**config.mk**
```make
export PLATFORM = sky130hd
export DESIGN_NAME = timestamp_priority_request_queue_top
export DESIGN_NICKNAME = d
export VERILOG_FILES = /design/src/design/tprq_pkg.sv /design/src/design/timestamp_priority_request_queue_top.sv /design/src/design/tprq_cell.sv
export SDC_FILE = /design/constraint.sdc
export NUM_CORES = 2
export LEC_CHECK = 0
export ABC_AREA = 1
export BUFFER_PORTS_ARGS = -buffer_cell sky130_fd_sc_hd__buf_2
export CELL_PAD_IN_SITES_DETAIL_PLACEMENT = 1
export CELL_PAD_IN_SITES_GLOBAL_PLACEMENT = 1
export CORE_ASPECT_RATIO = 1.4
export CORE_UTILIZATION = 44
export DETAILED_ROUTE_END_ITERATION = 16
export GPL_ROUTABILITY_DRIVEN = 0
export PLACE_DENSITY_LB_ADDON = 0.1
export SYNTH_ARGS = -nofsm -noshare
export SYNTH_HDL_FRONTEND = slang
export SYNTH_SLANG_ARGS = --single-unit
```
**constraint.sdc**
```tcl
create_clock -name clk_i -period 7 [get_ports clk_i]
set_input_delay 1.05 -clock clk_i [delete_from_list [all_inputs] [get_ports clk_i]]
set_output_delay 1.05 -clock clk_i [all_outputs]
set_load 0.03 [all_outputs]
```
**src/design/tprq_pkg.sv**
```systemverilog
// shared types and codes for the timestamp priority request queue
`timescale 1ns / 1ps

package tprq_pkg;

  localparam logic [1:0] KIND_ENQUEUE = 2'd0;
  localparam logic [1:0] KIND_REMOVE  = 2'd1;
  localparam logic [1:0] KIND_CLEAR   = 2'd2;

  localparam int unsigned CAP_RESET = 16;

  typedef struct packed {
    logic [1:0]  kind;
    logic [30:0] request_ts;
    logic [5:0]  request_src;
    logic [7:0]  request_type;
  } in_t;

  typedef struct packed {
    logic        status;
    logic [4:0]  entry_count;
    logic        head_valid;
    logic [30:0] head_ts;
    logic [5:0]  head_src;
    logic [7:0]  head_type;
  } out_t;

  typedef struct packed {
    logic [30:0] ts;
    logic [5:0]  src;
    logic [7:0]  payload;
  } entry_t;

  typedef struct packed {
    logic   drop;
    logic   ins;
    entry_t key;
  } ctl_t;

endpackage

```
**src/design/timestamp_priority_request_queue_top.sv**
```systemverilog
// timestamp priority request queue: sorted chain of cells with sequencer
// the result is registered in the report state; an enqueue that inserts passes through the insert state first
// input is taken only in idle, so each item reaches its result before the next is taken; a stalled result holds input
// drop and insert each act across all cells in parallel
// reset clears the entry count and result valid, capacity returns to 16
`timescale 1ns / 1ps

module timestamp_priority_request_queue_top
  import tprq_pkg::*;
#(
  parameter int unsigned DEPTH = 16
) (
  input  logic       clk_i,
  input  logic       rst_ni,
  input  logic       in_valid_i,
  output logic       in_ready_o,
  input  in_t        in_data_i,
  output logic       out_valid_o,
  input  logic       out_ready_i,
  output out_t       out_data_o,
  input  logic       cfg_valid_i,
  output logic       cfg_ready_o,
  input  logic [4:0] cfg_data_i
);

  localparam int unsigned CW = $clog2(DEPTH + 1);

  localparam logic [1:0] ST_IDLE   = 2'd0;
  localparam logic [1:0] ST_INSERT = 2'd1;
  localparam logic [1:0] ST_REPORT = 2'd2;

  logic [1:0]    state_q, state_d;
  logic [CW-1:0] count_q, count_d;
  logic [4:0]    cap_q;
  logic          status_q, status_d;
  entry_t        req_q, req_d;
  logic          out_valid_q, out_valid_d;
  out_t          out_q, out_d;

  ctl_t            ctl;
  entry_t          in_key;
  entry_t          entry_w [DEPTH];
  logic [DEPTH-1:0] before_w, hit_w, older_w, occ_w;
  logic            accept, found, older, full;
  logic [CW+4:0]   cnt_ext, cap_ext;

  assign accept      = in_valid_i && in_ready_o;
  assign in_ready_o  = (state_q == ST_IDLE);
  assign cfg_ready_o = 1'b1;
  assign out_valid_o = out_valid_q;
  assign out_data_o  = out_q;

  assign in_key = '{ts: in_data_i.request_ts, src: in_data_i.request_src,
                    payload: in_data_i.request_type};

  assign found   = hit_w[DEPTH-1];
  assign older   = |older_w;
  assign cnt_ext = {5'd0, count_q};
  assign cap_ext = {{CW{1'b0}}, cap_q};
  assign full    = (cnt_ext >= cap_ext) || (count_q >= CW'(DEPTH));

  for (genvar i = 0; i < DEPTH; i++) begin : g_cell
    entry_t left, right;
    logic   before_in, hit_in;
    assign occ_w[i] = (count_q > CW'(i));
    if (i == 0) begin : g_first
      assign left      = ctl.key;
      assign before_in = 1'b1;
      assign hit_in    = 1'b0;
    end else begin : g_mid
      assign left      = entry_w[i-1];
      assign before_in = before_w[i-1];
      assign hit_in    = hit_w[i-1];
    end
    if (i == DEPTH - 1) begin : g_last
      assign right = entry_w[i];
    end else begin : g_inner
      assign right = entry_w[i+1];
    end
    tprq_cell u_cell (
      .clk_i       (clk_i),
      .ctl_i       (ctl),
      .occ_i       (occ_w[i]),
      .left_i      (left),
      .right_i     (right),
      .before_in_i (before_in),
      .hit_in_i    (hit_in),
      .entry_o     (entry_w[i]),
      .before_o    (before_w[i]),
      .hit_o       (hit_w[i]),
      .older_o     (older_w[i])
    );
  end

  always_comb begin
    state_d     = state_q;
    count_d     = count_q;
    status_d    = status_q;
    req_d       = req_q;
    out_valid_d = out_valid_q;
    out_d       = out_q;
    ctl.drop    = 1'b0;
    ctl.ins     = 1'b0;
    ctl.key     = (state_q == ST_IDLE) ? in_key : req_q;

    if (out_valid_q && out_ready_i) begin
      out_valid_d = 1'b0;
    end

    case (state_q)
      ST_IDLE: begin
        if (accept) begin
          req_d    = in_key;
          status_d = 1'b0;
          state_d  = ST_REPORT;
          case (in_data_i.kind)
            KIND_ENQUEUE: begin
              if (found) begin
                if (older) begin
                  ctl.drop = 1'b1;
                  count_d  = count_q - CW'(1);
                  state_d  = ST_INSERT;
                end
              end else if (full) begin
                status_d = 1'b1;
              end else begin
                state_d = ST_INSERT;
              end
            end
            KIND_REMOVE: begin
              ctl.drop = 1'b1;
              if (found) begin
                count_d = count_q - CW'(1);
              end
            end
            KIND_CLEAR: begin
              count_d = '0;
            end
            default: begin
            end
          endcase
        end
      end
      ST_INSERT: begin
        ctl.ins = 1'b1;
        count_d = count_q + CW'(1);
        state_d = ST_REPORT;
      end
      ST_REPORT: begin
        if (!out_valid_q || out_ready_i) begin
          out_valid_d       = 1'b1;
          out_d.status      = status_q;
          out_d.entry_count = cnt_ext[4:0];
          out_d.head_valid  = (count_q != '0);
          out_d.head_ts     = (count_q != '0) ? entry_w[0].ts : '0;
          out_d.head_src    = (count_q != '0) ? entry_w[0].src : '0;
          out_d.head_type   = (count_q != '0) ? entry_w[0].payload : '0;
          state_d           = ST_IDLE;
        end
      end
      default: begin
        state_d = ST_IDLE;
      end
    endcase
  end

  always_ff @(posedge clk_i or negedge rst_ni) begin
    if (!rst_ni) begin
      state_q     <= ST_IDLE;
      count_q     <= '0;
      cap_q       <= 5'(CAP_RESET);
      out_valid_q <= 1'b0;
    end else begin
      state_q     <= state_d;
      count_q     <= count_d;
      out_valid_q <= out_valid_d;
      if (cfg_valid_i && cfg_ready_o) begin
        cap_q <= cfg_data_i;
      end
    end
  end

  always_ff @(posedge clk_i) begin
    status_q <= status_d;
    req_q    <= req_d;
    out_q    <= out_d;
  end

`ifndef SYNTH
  a_count_bound: assert property (@(posedge clk_i) disable iff (!rst_ni)
    count_q <= CW'(DEPTH))
    else $error("entry count above depth");

  a_insert_then_report: assert property (@(posedge clk_i) disable iff (!rst_ni)
    state_q == ST_INSERT |=> state_q == ST_REPORT)
    else $error("insert not followed by report");

  a_clear_empties: assert property (@(posedge clk_i) disable iff (!rst_ni)
    (accept && in_data_i.kind == KIND_CLEAR) |=> count_q == '0)
    else $error("clear left entries");

  a_reject_keeps_count: assert property (@(posedge clk_i) disable iff (!rst_ni)
    (state_q == ST_REPORT && status_q) |-> $stable(count_q))
    else $error("rejected enqueue changed count");
`endif

endmodule

```
**src/design/tprq_cell.sv**
```systemverilog
// one queue slot: holds an entry, shifts toward head on drop, away on insert
`timescale 1ns / 1ps

module tprq_cell
  import tprq_pkg::*;
(
  input  logic   clk_i,
  input  ctl_t   ctl_i,
  input  logic   occ_i,
  input  entry_t left_i,
  input  entry_t right_i,
  input  logic   before_in_i,
  input  logic   hit_in_i,
  output entry_t entry_o,
  output logic   before_o,
  output logic   hit_o,
  output logic   older_o
);

  entry_t entry_q, entry_d;
  logic   match;

  assign match    = occ_i && (entry_q.src == ctl_i.key.src);
  assign hit_o    = hit_in_i | match;
  assign older_o  = match && (ctl_i.key.ts < entry_q.ts);
  assign before_o = occ_i && ((entry_q.ts < ctl_i.key.ts) ||
                    ((entry_q.ts == ctl_i.key.ts) && (entry_q.src < ctl_i.key.src)));
  assign entry_o  = entry_q;

  always_comb begin
    entry_d = entry_q;
    if (ctl_i.drop && hit_o) begin
      entry_d = right_i;
    end else if (ctl_i.ins && !before_o) begin
      entry_d = before_in_i ? ctl_i.key : left_i;
    end
  end

  always_ff @(posedge clk_i) begin
    entry_q <= entry_d;
  end

endmodule

```
### After elaboration in Yosys (flattened, before gate mapping)

Cells that the tools add are included.

* add/sub/neg operators: 2
* $lt $le $gt $ge: 66
* eq/ne operators: 42
* mux-type cells: 69
* bitwise gates (word level): 17
* reduce and logical (&&, ||, !) cells: 159

Operators by type and width (number)
* two-way mux 45 bit: 46
* less-than comparator 31 bit: 32
* == test 31 bit: 16
* logical AND 1 bit: 98
* == test 6 bit: 16
* less-than comparator 6 bit: 16
* > comparator 5 x 4 -> 1 bit, second input constant: 8
* nonzero test 2 bit: 16
* > comparator 5 x 3 -> 1 bit, second input constant: 4
* two-way mux 5 bit: 4
* logical OR 1 bit: 18
* zero test 1 bit: 17
* OR reduction 16 bit: 1
* OR 1 bit: 15
* one-hot mux 5 bit (3 select lines): 1
* two-way mux 2 bit: 6
* > comparator 5 x 1 -> 1 bit, second input constant: 2
* > comparator 5 x 2 -> 1 bit, second input constant: 2
* one-hot mux 5 bit (2 select lines): 1
* two-way mux 1 bit: 9
* AND reduction 2 bit: 4
* inequality test 3 x 2 -> 1 bit, second input constant: 2
* one-hot mux 2 bit (3 select lines): 1
* AND reduction 6 bit: 1
* 15 further kinds: 19

* bits in registers: 831
* input port bits: 57
* output and inout port bits: 55

### Logic depth before layout (Yosys ltp)

* depth in word-level cells: 26
* depth in mapped cells: 25
* mapped depth without buffers: 23

### Hierarchy

A second synthesis with hierarchy kept.

* cells, all modules: 7453
* area total of the unflattened synthesis: 62939.1 µm²

Modules (own cells, without submodules)
* tprq_cell at g_cell[0].u_cell ...: times used 15, cells an instance 433, area an instance 3614.7 µm², sequential area each 1351.3 µm²
* timestamp_priority_request_queue_top: times used 1, cells an instance 522, area an instance 5091.1 µm², sequential area each 3269.4 µm²
* tprq_cell at g_cell[14].u_cell: times used 1, cells an instance 436, area an instance 3627.2 µm², sequential area each 1351.3 µm²

### Least setup slack after synthesis

Ideal clock, no wire load.

* kind: register -> register
* start: register state_q[1]
* end: register g_cell[11].u_cell.entry_q (netlist bit g_cell[11].u_cell.entry_o[0]), enable pin
* arrival: 6.876 ns
* path slack: -0.386 ns
* stages on the path, launching flop included: 19
* buffers on the path: 3
* clock period less this slack: 7.386 ns
* path through: dfrtp_1 -> nor2_1 -> clkbuf_1 -> nand2_1 -> nand2_1 -> clkbuf_1 -> ha_1 -> nand2_1 -> inv_1 -> o21ai_0 -> nand2_1 -> nand2_1 -> o211ai_1 -> a21oi_1 -> nand3_1 -> o211ai_1 -> clkinv_1 -> clkbuf_1 -> o21ai_0

* cells in the longest elaborated chain, start to end: 25

RTL lines
* start: declaration: RTL line timestamp_priority_request_queue_top.sv:32 `logic [1:0] state_q, state_d;`
* start signal: assignment: RTL line timestamp_priority_request_queue_top.sv:174 `state_q <= state_d;`
* zero test 2 bit *: RTL line timestamp_priority_request_queue_top.sv:48 `assign in_ready_o = (state_q == ST_IDLE);`
* via in_ready_o: RTL line timestamp_priority_request_queue_top.sv:16 `output logic in_ready_o,`
* two-way mux 45 bit: RTL line timestamp_priority_request_queue_top.sv:104 `ctl.key = (state_q == ST_IDLE) ? in_key : req_q;`
* == test 6 bit: RTL line tprq_cell.sv:23 `assign match = occ_i && (entry_q.src == ctl_i.key.src);`
* logical AND 1 bit: RTL line tprq_cell.sv:23
* OR 1 bit (15 in a row): RTL line tprq_cell.sv:24 `assign hit_o = hit_in_i | match;`
* two-way mux 1 bit: RTL line timestamp_priority_request_queue_top.sv:118 `if (found) begin`
* one-hot mux 1 bit (2 select lines): RTL line timestamp_priority_request_queue_top.sv:116 `case (in_data_i.kind)`
* two-way mux 1 bit: RTL line timestamp_priority_request_queue_top.sv:112 `if (accept) begin`
* two-way mux 1 bit: RTL line timestamp_priority_request_queue_top.sv:110 `case (state_q)`
* logical AND 1 bit: RTL line tprq_cell.sv:32 `if (ctl_i.drop && hit_o) begin`
* nonzero test 2 bit (no line) *
* end signal: assignment: RTL line tprq_cell.sv:40 `entry_q <= entry_d;`
* end: declaration: RTL line tprq_cell.sv:20 `entry_t entry_q, entry_d;`

Mark *: on every way through the listed nets, which the timed path passes. The rest lies on a longest branch.
A chain may end at the register's enable or synchronous reset.

### Worst setup path after layout

* start: register state_q[1]
* end: register g_cell[14].u_cell.entry_q (netlist bit g_cell[14].u_cell.entry_o[41]), enable pin

* cells in the longest elaborated chain, start to end: 25

RTL lines (RTL line)
* zero test 2 bit: timestamp_priority_request_queue_top.sv:48, timestamp_priority_request_queue_top.sv:104, timestamp_priority_request_queue_top.sv:110
* two-way mux 45 bit: timestamp_priority_request_queue_top.sv:104
* == test 6 bit: tprq_cell.sv:23
* logical AND 1 bit: tprq_cell.sv:23
* OR 1 bit (15 in a row): tprq_cell.sv:24
* two-way mux 1 bit: timestamp_priority_request_queue_top.sv:118
* one-hot mux 1 bit (2 select lines): timestamp_priority_request_queue_top.sv:116
* two-way mux 1 bit: timestamp_priority_request_queue_top.sv:112
* two-way mux 1 bit: timestamp_priority_request_queue_top.sv:110
* logical AND 1 bit: tprq_cell.sv:32
* nonzero test 2 bit (no line) *
* end signal: assignment: tprq_cell.sv:40
* end: declaration: tprq_cell.sv:20

Mark *: on every way between the ends. The rest lies on a longest branch, timed or not.

==> impl_metrics.json <==
{
  "htree_num_levels": 3,
  "cp_max_fo": 38,
  "syn-num-nets": 7535,
  "routed_wl_mm": 172,
  "p_total_mw": 26.1,
  "fin_tns_setup_ns": 0,
  "clk_pin_slew_ns": 0.06,
  "rsz0062_at_grt": "no",
  "crit_buf_inv": 4,
  "synth_cells": 6876,
  "cts_buffer_depth": 3,
  "endpoint_kind": "flip-flop",
  "critPathSlowestCell": "a31oi_1",
  "min_path_type": "in -> async",
  "num_vias": 46800,
  "async_flop_share": 0.0156,
  "dp_hpwl_mm": 133,
  "grt_max_degree": 91,
  "synthFlopType": "edfxtp_1",
  "grt_usage": 0.265,
  "clock-skew-final_ns": 0.0308,
  "fin_crit_ns": 6.53,
  "ys_types": 66,
  "antenna_found_initial": 2,
  "cp.required_ns": 7.32,
  "cpPeakStageDelay_ns": 0.64,
  "ys_seq_area_frac": 0.442,
  "clock_latency_ns": 0.70,
  "ir_worst_vdd_mv": 0.237,
  "synth.avg_cell_area_sq_um": 8.18,
  "path_class": "reg -> reg",
  "stdcell_area_sq_um": 62200,
  "ant_nets": 0,
  "static-leakage-power_nw": 28.2,
  "post-place-cells": 8421,
  "post_cts_resized": 0,
  "grt-ovfl-total": 0,
  "rows": 154,
  "cts_root_buf": "clkbuf_16",
  "period_share": 0.933,
  "cp-start-kind": "flip-flop",
  "layout_common_cells": "1885 x nand2_1, 1202 x o21ai_0, 898 x inv_1",
  "dpl_cell_area_sq_um": 59000,
  "p_per_area_nw_per_um2": 419,
  "max_clock_freq_mhz": 153,
  "yosys_warnings": 0,
  "hold_viol_final": 0,
  "synth_edf_count": 818,
  "drt-initial-drc-count": 2743,
  "io_pins": 112,
  "final_common_cell": "nand2_1",
  "cts-buffers-inserted": 95,
  "die-area_sq_um": 129000,
  "dp_slack_ns": 0.594,
  "worstMarginPinSlew_ns": 1.06,
  "cp_top_family": "simple AND/OR/NAND/NOR gates",
  "cts_tree": "built",
  "drv_cap": 0,
  "grt_pass1_vias": 48500,
  "initial_core_util": 0.445,
  "setup_ws_ns": 0.470,
  "drive_above_1_share": 0.0677,
  "drt-pass1-iter-count": 7,
  "setup_viol": 0,
  "slew-limit-headroom": 0.286,
  "hold_slack_ns": 0.236,
  "nNetsFinal": 7539,
  "post-cts-setup-buffer-count": 0,
  "yosys_register_bits": 831,
  "portBuffers": 110,
  "grt_pass1_wl_mm": 272,
  "slew_violations": 0,
  "die_y_microns": 425,
  "holdBufCountCts": 0,
  "wl_per_cell_microns": 20.0,
  "dieWidth_microns": 304,
  "status": "complete, no violations",
  "fin_util": 0.492,
  "syn2layout_area_growth_pct": 10.6,
  "cp_cell_sequence": "nor2_4 > inv_2 > buf_4 > nand2_1 > nand2_1 > ha_1 > nand3_1 > nor4_1 > nand4_1 > a31oi_1 > a311o_1 > inv_2 > o21ai_4 > buf_4",
  "viasPerCell": 5.44,
  "final_cells": 8598,
  "syn_area_sq_um": 56300,
  "cts.sinks": 831,
  "drcViolationCount": 0,
  "arrival_ns": 6.85,
  "fp.coreArea_sq_um": 126000
}
## registers in the layout, summed over array words and instances, names as in the netlist
register               cells
out_data_o                52
req_q                     45
count_q                    5
status_q                   1
g_cell.u_cell.entry_o    720
cap_q                      5
state_q                    2
out_valid_o                1
## worst paths after layout
| path | from | end | slack, ns | cells after the start |
|---|---|---|---|---|
| max | state_q[1] | g_cell[14].u_cell.entry_o[41] | 0.47 | 14 |
| min | rst_ni | out_valid_o | 0.24 | 1 |
| max reg2reg | state_q[1] | g_cell[14].u_cell.entry_o[41] | 0.47 | 14 |
| min reg2reg | status_q | out_data_o[51] | 0.44 | 0 |
| max in group asynchronous | rst_ni | cap_q[4] | 6.46 | 1 |
| min in group clk_i | status_q | out_data_o[51] | 0.44 | 0 |
## synth_stat cells (15+ instances only)
cell type | count | share of area
nor3_1 | 16 | 0.0014
o211ai_1 | 26 | 0.0035
edfxtp_1 | 818 | 0.44
nand3_1 | 108 | 0.0096
ha_1 | 602 | 0.13
clkinv_1 | 16 | 0.0011
nor2_1 | 192 | 0.013
nand2_1 | 1885 | 0.13
nor4_1 | 22 | 0.0024
clkbuf_1 | 268 | 0.018
inv_1 | 899 | 0.060
nand4_1 | 53 | 0.0059
a21oi_1 | 277 | 0.025
o21ai_0 | 1216 | 0.11
buf_2 | 51 | 0.0045
o21ai_1 | 282 | 0.025
o21a_1 | 15 | 0.0020
## worst reg2reg max path, cell delays in order (launching register included)
cell and delay, ns:
dfrtp_1 0.46, nor2_4 0.16, inv_2 0.22, buf_4 0.32
nand2_1 0.07, nand2_1 0.53, ha_1 0.60, nand3_1 0.07
nor4_1 0.52, nand4_1 0.53, a31oi_1 0.64, a311o_1 0.64
inv_2 0.38, o21ai_4 0.39, buf_4 0.55
## kinds of logic (layout without fill, tap and decap cells)
logic type	after synthesis	count (layout)	synth area share
other	1	2	0.0000666
xor gates and xnor gates	3	3	0.000467
DFF	831	831	0.442
adders and majority gates	602	602	0.134
buffers and inverters	1257	1340	0.0865
muxes	2	2	0.000378
AOI/OAI and AO/OA	1853	1853	0.169
and+or+nand+nor	2327	2327	0.168
## area by class of cell
type                    count  area, sq um
multi-input cells        4788        26800
diodes                      1         2.50
clock inverters            60          664
repair buffers            244         1880
fillers                 15100        64200
inverters                 920         3460
clock buffers             116         2530
well taps                1638         2050
flip-flops and latches    831        24900
## per-layer routing
metal	global-route usage	routed length [microns]	vias to the layer above
li1	-	-	23200
met1	0.318	73300	22500
met2	0.480	86500	725
met3	0.0247	4630	301
met4	0.119	7910	0
met5	0	0	-
## where the power goes
part	internal (mW)	switching [mW]	leakage [nW]
Combinational	4.21	9.30	19.0
Clock	3.08	2.19	1.57
Sequential	7.03	0.250	7.61
Total	14.3	11.7	28.2
Note: power is estimated with default switching activity, not from simulation.
